--- src/sv/frx_pkg.sv ---
`timescale 1ns / 1ps

package frx_pkg;

	// Widths fixed by the byte stream and the event set.
	localparam int unsigned BYTE_W  = 8;
	localparam int unsigned EVENT_W = 3;
	localparam int unsigned CFG_IDX_W = 2;

	// Event codes reported with each result item.
	localparam logic [EVENT_W-1:0] EV_BUSY   = 3'd0;
	localparam logic [EVENT_W-1:0] EV_ACCEPT = 3'd1;
	localparam logic [EVENT_W-1:0] EV_CKERR  = 3'd2;
	localparam logic [EVENT_W-1:0] EV_ENDERR = 3'd3;
	localparam logic [EVENT_W-1:0] EV_READ   = 3'd4;

	// Configuration register indexes.
	localparam logic [CFG_IDX_W-1:0] CFG_START_FIRST  = 2'd0;
	localparam logic [CFG_IDX_W-1:0] CFG_START_SECOND = 2'd1;
	localparam logic [CFG_IDX_W-1:0] CFG_END_BYTE     = 2'd2;

	// Action codes of an input item.
	localparam logic ACT_BYTE = 1'b0;
	localparam logic ACT_READ = 1'b1;

	// Result of one item as it leaves the controller.
	typedef struct packed {
		logic [EVENT_W-1:0] event_code;
		logic [BYTE_W-1:0]  frame_length;
		logic               read_ok;
	} frx_res_t;

endpackage

--- src/sv/frx_store.sv ---
`timescale 1ns / 1ps

module frx_store import frx_pkg::*; #(
	parameter int unsigned DEPTH  = 256,
	parameter int unsigned ADDR_W = 8
) (
	input  logic              clk,
	input  logic              wr_en,
	input  logic [ADDR_W-1:0] wr_addr,
	input  logic [BYTE_W-1:0] wr_data,
	input  logic              rd_en,
	input  logic [ADDR_W-1:0] rd_addr,
	output logic [BYTE_W-1:0] rd_data
);

	logic [BYTE_W-1:0] mem [DEPTH];
	logic [BYTE_W-1:0] rd_data_q;

	// Payload write port.
	always_ff @(posedge clk) begin
		if (wr_en) begin
			mem[wr_addr] <= wr_data;
		end
	end

	// Registered read port; the data holds until the next read.
	always_ff @(posedge clk) begin
		if (rd_en) begin
			rd_data_q <= mem[rd_addr];
		end
	end

	assign rd_data = rd_data_q;

endmodule

--- src/sv/frx_ctrl.sv ---
`timescale 1ns / 1ps

module frx_ctrl import frx_pkg::*; #(
	parameter int unsigned DEPTH  = 256,
	parameter int unsigned ADDR_W = 8
) (
	input  logic                 clk,
	input  logic                 arst_n,
	input  logic                 cfg_we,
	input  logic [CFG_IDX_W-1:0] cfg_index,
	input  logic [BYTE_W-1:0]    cfg_data,
	input  logic                 accept,
	input  logic                 action,
	input  logic [BYTE_W-1:0]    rx_byte,
	input  logic [BYTE_W-1:0]    read_index,
	output logic                 wr_en,
	output logic [ADDR_W-1:0]    wr_addr,
	output logic [BYTE_W-1:0]    wr_data,
	output frx_res_t             res
);

	typedef enum logic [2:0] {
		PH_START1 = 3'd0,
		PH_START2 = 3'd1,
		PH_LEN    = 3'd2,
		PH_DATA   = 3'd3,
		PH_CHECK  = 3'd4,
		PH_END    = 3'd5
	} phase_t;

	phase_t            phase_q, phase_d;
	logic [BYTE_W-1:0] len_q, len_d;
	logic [BYTE_W-1:0] count_q, count_d;
	logic [BYTE_W-1:0] xor_q, xor_d;
	logic [BYTE_W-1:0] start_first_q, start_second_q, end_byte_q;
	logic [EVENT_W-1:0] ev;
	logic              count_in_store;
	logic              idx_in_store;

	assign count_in_store = {1'b0, count_q} < (BYTE_W+1)'(DEPTH);
	assign idx_in_store   = {1'b0, read_index} < (BYTE_W+1)'(DEPTH);

	// Configuration registers.
	always_ff @(posedge clk or negedge arst_n) begin
		if (!arst_n) begin
			start_first_q  <= '0;
			start_second_q <= '0;
			end_byte_q     <= '0;
		end else if (cfg_we) begin
			case (cfg_index)
				CFG_START_FIRST:  start_first_q  <= cfg_data;
				CFG_START_SECOND: start_second_q <= cfg_data;
				CFG_END_BYTE:     end_byte_q     <= cfg_data;
				default: ;
			endcase
		end
	end

	// Frame parser: next state and event for each item, a received byte or a read.
	always_comb begin
		phase_d = phase_q;
		len_d   = len_q;
		count_d = count_q;
		xor_d   = xor_q;
		ev      = EV_BUSY;
		wr_en   = 1'b0;
		if (action == ACT_READ) begin
			ev = EV_READ;
		end else begin
			case (phase_q)
				PH_START1: begin
					if (rx_byte == start_first_q) phase_d = PH_START2;
				end
				PH_START2: begin
					// Anything but the second start byte keeps waiting here.
					if (rx_byte == start_second_q) phase_d = PH_LEN;
				end
				PH_LEN: begin
					len_d   = rx_byte;
					count_d = '0;
					xor_d   = '0;
					phase_d = PH_DATA;
				end
				PH_DATA: begin
					// Bytes past the store are still counted and folded in.
					wr_en   = accept && count_in_store;
					count_d = count_q + 1'b1;
					xor_d   = xor_q ^ rx_byte;
					if (count_d >= len_q) phase_d = PH_CHECK;
				end
				PH_CHECK: begin
					if (xor_q == rx_byte) begin
						phase_d = PH_END;
					end else begin
						phase_d = PH_START1;
						ev      = EV_CKERR;
					end
				end
				PH_END: begin
					ev      = (rx_byte == end_byte_q) ? EV_ACCEPT : EV_ENDERR;
					phase_d = PH_START1;
				end
				default: begin
					phase_d = PH_START1;
				end
			endcase
		end
	end

	// Parser state, updated once per accepted item.
	always_ff @(posedge clk or negedge arst_n) begin
		if (!arst_n) begin
			phase_q <= PH_START1;
			len_q   <= '0;
			count_q <= '0;
			xor_q   <= '0;
		end else if (accept) begin
			phase_q <= phase_d;
			len_q   <= len_d;
			count_q <= count_d;
			xor_q   <= xor_d;
		end
	end

	assign wr_addr = count_q[ADDR_W-1:0];
	assign wr_data = rx_byte;

	// A read is answered only below the received count and inside the store.
	assign res.event_code   = ev;
	assign res.frame_length = len_d;
	assign res.read_ok      = (action == ACT_READ) && (read_index < count_q) && idx_in_store;

endmodule

--- src/sv/framed_packet_receiver.sv ---
`timescale 1ns / 1ps

// Framed byte-stream receiver. Each input item is either a received byte or a
// read of the payload buffer, and each gives exactly one result item: an event
// code, the read byte (zero unless a valid read) and the current frame length.
// The block takes one item per clock while in_stall is low. Its result passes
// through stage one and then the output register before it reaches the output
// ports. The payload memory has one write port used by payload bytes and one
// registered read port used by read items. A skid stage in front of the output
// register lets one more item enter while a result waits on out_stall. Frames
// are a first start byte, a second start byte, a length byte, the payload, an
// XOR checksum and an end byte. The user must write the three marker values
// through the configuration port while idle; the block does not enforce this.
module framed_packet_receiver import frx_pkg::*; #(
	parameter int unsigned PAYLOAD_DEPTH = 256
) (
	input  logic                 clk,
	input  logic                 arst_n,
	input  logic                 cfg_we,
	input  logic [CFG_IDX_W-1:0] cfg_index,
	input  logic [BYTE_W-1:0]    cfg_data,
	input  logic                 in_valid,
	output logic                 in_stall,
	input  logic                 action,
	input  logic [BYTE_W-1:0]    rx_byte,
	input  logic [BYTE_W-1:0]    read_index,
	output logic                 out_valid,
	input  logic                 out_stall,
	output logic [EVENT_W-1:0]   event_code,
	output logic [BYTE_W-1:0]    read_data,
	output logic [BYTE_W-1:0]    frame_length
);

	localparam int unsigned ADDR_W = (PAYLOAD_DEPTH > 1) ? $clog2(PAYLOAD_DEPTH) : 1;

	logic              accept;
	logic              advance;
	logic              wr_en;
	logic [ADDR_W-1:0] wr_addr;
	logic [BYTE_W-1:0] wr_data;
	logic [BYTE_W-1:0] rd_data;
	frx_res_t          res;
	frx_res_t          res_s1;
	logic              valid_s1;
	logic              out_valid_q;
	logic [EVENT_W-1:0] event_code_q;
	logic [BYTE_W-1:0] read_data_q;
	logic [BYTE_W-1:0] frame_length_q;

	// Stage one moves on when the output register is empty or being taken.
	assign advance  = !out_valid_q || !out_stall;
	assign in_stall = valid_s1 && !advance;
	assign accept   = in_valid && !in_stall;

	frx_ctrl #(
		.DEPTH (PAYLOAD_DEPTH),
		.ADDR_W(ADDR_W)
	) u_ctrl (
		.clk       (clk),
		.arst_n    (arst_n),
		.cfg_we    (cfg_we),
		.cfg_index (cfg_index),
		.cfg_data  (cfg_data),
		.accept    (accept),
		.action    (action),
		.rx_byte   (rx_byte),
		.read_index(read_index),
		.wr_en     (wr_en),
		.wr_addr   (wr_addr),
		.wr_data   (wr_data),
		.res       (res)
	);

	frx_store #(
		.DEPTH (PAYLOAD_DEPTH),
		.ADDR_W(ADDR_W)
	) u_store (
		.clk    (clk),
		.wr_en  (wr_en),
		.wr_addr(wr_addr),
		.wr_data(wr_data),
		.rd_en  (accept),
		.rd_addr(read_index[ADDR_W-1:0]),
		.rd_data(rd_data)
	);

	// Stage one: waits for the memory read data.
	always_ff @(posedge clk or negedge arst_n) begin
		if (!arst_n) begin
			valid_s1 <= 1'b0;
		end else if (accept) begin
			valid_s1 <= 1'b1;
		end else if (advance) begin
			valid_s1 <= 1'b0;
		end
	end

	always_ff @(posedge clk) begin
		if (accept) begin
			res_s1 <= res;
		end
	end

	// Output register.
	always_ff @(posedge clk or negedge arst_n) begin
		if (!arst_n) begin
			out_valid_q <= 1'b0;
		end else if (advance) begin
			out_valid_q <= valid_s1;
		end
	end

	always_ff @(posedge clk) begin
		if (advance && valid_s1) begin
			event_code_q   <= res_s1.event_code;
			frame_length_q <= res_s1.frame_length;
			read_data_q    <= res_s1.read_ok ? rd_data : '0;
		end
	end

	assign out_valid    = out_valid_q;
	assign event_code   = event_code_q;
	assign read_data    = read_data_q;
	assign frame_length = frame_length_q;

endmodule

--- config.mk ---
export PLATFORM = sky130hd
export DESIGN_NAME = framed_packet_receiver
export DESIGN_NICKNAME = d
export VERILOG_FILES = /design/src/sv/frx_pkg.sv /design/src/sv/frx_store.sv /design/src/sv/frx_ctrl.sv /design/src/sv/framed_packet_receiver.sv
export SDC_FILE = /design/constraint.sdc
export NUM_CORES = 2
export LEC_CHECK = 0
export BUFFER_PORTS_ARGS = -buffer_cell sky130_fd_sc_hd__buf_2
export CELL_PAD_IN_SITES_DETAIL_PLACEMENT = 0
export CELL_PAD_IN_SITES_GLOBAL_PLACEMENT = 1
export CORE_MARGIN = 3
export CORE_UTILIZATION = 56
export CTS_CLUSTER_DIAMETER = 100
export DETAILED_ROUTE_END_ITERATION = 7
export GPL_ROUTABILITY_DRIVEN = 0
export GPL_TIMING_DRIVEN = 0
export PLACE_DENSITY_LB_ADDON = 0.1
export REMOVE_ABC_BUFFERS = 1
export SKIP_CTS_REPAIR_TIMING = 1
export SYNTH_ARGS = -nofsm -noshare
export SYNTH_HDL_FRONTEND = slang
export SYNTH_HIERARCHICAL = 1
export SYNTH_SLANG_ARGS = --single-unit
--- constraint.sdc ---
create_clock -name clk -period 3.9 [get_ports clk]
set_input_delay 0.39 -clock clk [delete_from_list [all_inputs] [get_ports clk]]
set_output_delay 0.39 -clock clk [all_outputs]
set_load 0.005 [all_outputs]
==> flow_summary.yaml <==
synth:
  syn_area_sq_um: 83840
  synth_top_area_share_pct: 74.75
  synth_cell_types: 78
  yosysSeqAreaShare_pct: 76.33
  syn_inst: 4088
  yosysWarnings: 6
  synth_top_area_cell: "edfxtp_1"
  synth_seq_cells: 2140
  syn_avg_cell_area_sq_um: 20.51
  synth_ff_type: "edfxtp_1"
  synth_edf_count: 2087
  synthArstFlopShare_pct: 2.477
  synthTopCellsByArea: "edfxtp_1 75%, mux4_2 12%, mux2i_1 1.6%, dfrtp_1 1.6%, nor2_1 1.3%"
pwr:
  leakage_nw: 29.12
  irDropWorstVdd_mv: 0.3927
  p_per_area_nw_per_um2: 499.9
  swShare_pct: 21.17
  total_power_mw: 47.00
  p_switching_mw: 9.952
  p_int_mw: 37.05
  power_frac_seq_pct: 54.3
  clkPwrFrac_pct: 40.2
  comb_power_share_pct: 5.5
critical_path:
  crit_path_max_incr_delay_ns: 1.07
  cp-start-kind: "input port"
  slowest_stage: "nor4_1"
  worstPathArrival_ns: 4.31
  worst_ep_required_time_ns: 4.41
  timing.rr.end: "u_store/mem[61][1]"
  cp_cell_sequence: "buf_8 > buf_16 > buf_16 > mux4_2 > a22oi_1 > a31oi_1 > nor4_1 > nor4_1"
  crit_path_end: "u_store/rd_data[3]"
  r2r_cells: 11
  r2r_slack_ns: 0.19
  worstReg2RegStart: "out_valid"
  crit_type: "input port to register"
  crit_start: "read_index[1]"
  cp-end-kind: "register"
  cp_max_fo: 98
clocking:
  clk_path_buf_depth: 3
  cts.sink_count: 2140
  clkTransAtPathRegs_ns: 0.06
  cts_root_buffer: "clkbuf_16"
  cts_buffers: 206
  htreeDepth: 4
  cts_tree: "built"
  clk-insertion-delay-late_ns: 0.81
sta:
  post-route-period-util_pct: 97.37
  max_clock_freq_mhz: 263.3
  finalWorstSetupSlack_ns: 0.1026
  slew_viol_final: 0
  slew_headroom_pct: 10.28
  rsz0062_at_grt: "true"
  fin_skew_ns: 0.01850
  fin_crit_ns: 3.797
  hold_viol: 0
  finalSetupViolations: 0
  worst_pin_slew_ns: 1.342
detailed_routing:
  wl_per_cell_um: 31.62
  viasPerCell: 6.514
  drtPass1Iterations: 5
  ant_nets: 0
  drt_iter0_markers: 4130
  drc: 0
  wl_um: 198700
  vias: 40937
floorplanning:
  core.rowCount: 141
  coreArea_sq_um: 148200
  start_util_pct: 56.58
  die_y_um: 392.9
  die_w_um: 392.9
  die_area_sq_um: 154400
  io_pins: 53
grt:
  antenna_found_initial: 5
  grt_usage_pct: 26.05
  grt_max_degree: 149
  grt_pass1_vias: 40636
  grt_pass1_wl_um: 287000
  grt-ovfl-total: 0
place:
  preCtsSetupSlack_ns: -1.454
  dp_hpwl_um: 118700
  place_area_sq_um: 86490
  portBuffers: 52
finish:
  area_growth_pct: 12.15
  final_area_sq_um: 94030
  nets: 4237
  layout_commonest_cell: "edfxtp_1"
  seq_area_sq_um: 64000
  multiInputGateArea_sq_um: 19060
  drive_gt1_share_pct: 26.56
  mostFrequentLayoutCells: "2087 x edfxtp_1, 454 x mux4_2, 211 x clkbuf_16"
  filler_cell_count: 10006
hold_path:
  hold_path.class: "input port to register"
status:
  status: "finished, final reports clean"
run:
  maxCapViolCount: 0
cells in the mapped netlist (35+ instances only):
cell type / count
a21oi_1: 103
mux4_2: 454
nor2_1: 290
mux2i_1: 134
nand3_1: 40
dfrtp_1: 53
edfxtp_1: 2087
clkbuf_1: 116
a22oi_1: 133
o221ai_1: 46
buf_4: 39
o21ai_0: 35
nand2_1: 52
buf_2: 35
worst max-delay path, delay by kind of cell:
kind | cells | cell delay [ns]
AO/OA/AOI/OAI | 2 | 0.54
buffers and inverters | 3 | 1.39
multiplexers | 1 | 0.40
AND/OR/NAND/NOR | 2 | 1.16
power groups by stage:
stage	Clock [mW]	Combinational (mW)	Sequential, mW
6_report	18.9	2.57	25.5
5_1_grt	20.2	2.75	25.5
4_1_cts	19.2	2.55	25.5
3_5_place_dp	0	2.54	26.0
3_3_place_gp	0	3.05	26.1
2_1_floorplan	0	1.15	26.0
worst min-delay path by stage:
| stage | start | end | cells past startpoint |
|---|---|---|---|
| 2_1_floorplan | arst_n | out_valid | 0 |
| 3_3_place_gp | res_s1[5] | frame_length[4] | 0 |
| 3_5_place_dp | res_s1[5] | frame_length[4] | 0 |
| 4_1_cts | in_valid | valid_s1 | 2 |
| 5_1_grt | rx_byte[0] | u_store/mem[243][0] | 1 |
| 6_report | rx_byte[0] | u_store/mem[243][0] | 1 |
final cells by class:
cell class,instances,area share [%]
repair inverters,1,0.007984
inverters,22,0.09314
multi-input cells,1669,20.27
clock inverters,102,0.9088
well taps,1930,2.568
repair buffers,149,2.257
flip-flops and latches,2140,68.06
diodes,1,0.002661
clock buffers,270,5.837
sequential cells by signal, summed over array words and instances (netlist names):
| signal | count |
|---|---|
| u_store/mem | 2048 |
| res_s1 | 12 |
| frame_length | 8 |
| read_data | 8 |
| u_ctrl/end_byte_q | 8 |
| u_ctrl/len_q | 8 |
| u_ctrl/start_first_q | 8 |
| u_ctrl/start_second_q | 8 |
| u_ctrl/wr_addr | 8 |
| u_ctrl/xor_q | 8 |
| u_store/rd_data | 8 |
| event_code | 3 |
| u_ctrl/phase_q | 3 |
| out_valid | 1 |
| valid_s1 | 1 |
through the flow:
step	util, %	instances	TNS, ns	hold slack [ns]
finish	63.45	6284	0	0.001510
global route	63.45	6283	-0.9651	0.01833
CTS	62.65	6247	-1875.17	-0.2736
detailed placement	58.37	5875	-2018.65	0.4045
global placement	57.29	5813	-8428.07	0.4056
floorplan	-	3831	-63.38	0.09441
kinds of logic (layout without fill, tap and decap cells):
family | Yosys count | count (layout) | share of synthesized area (%)
buffers and inverters | 279 | 544 | 2.024
adder cells (fa/ha/maj) | 16 | 16 | 0.2388
multiplexers | 617 | 617 | 14.22
flip-flops | 2140 | 2140 | 76.33
AO/OA/AOI/OAI | 450 | 450 | 3.743
XOR/XNOR | 30 | 30 | 0.3134
AND/OR/NAND/NOR | 556 | 556 | 3.129
other | 0 | 1 | 0
layer usage:
layer	wire length [um]	vias to the layer above	global-route usage, %
li1	-	17195	-
met1	82270	21898	38.69
met2	96530	1568	40.83
met3	15680	274	4.786
met4	4219	2	6.350
met5	13	-	0
No activity file was read; power rests on OpenSTA's default activity.
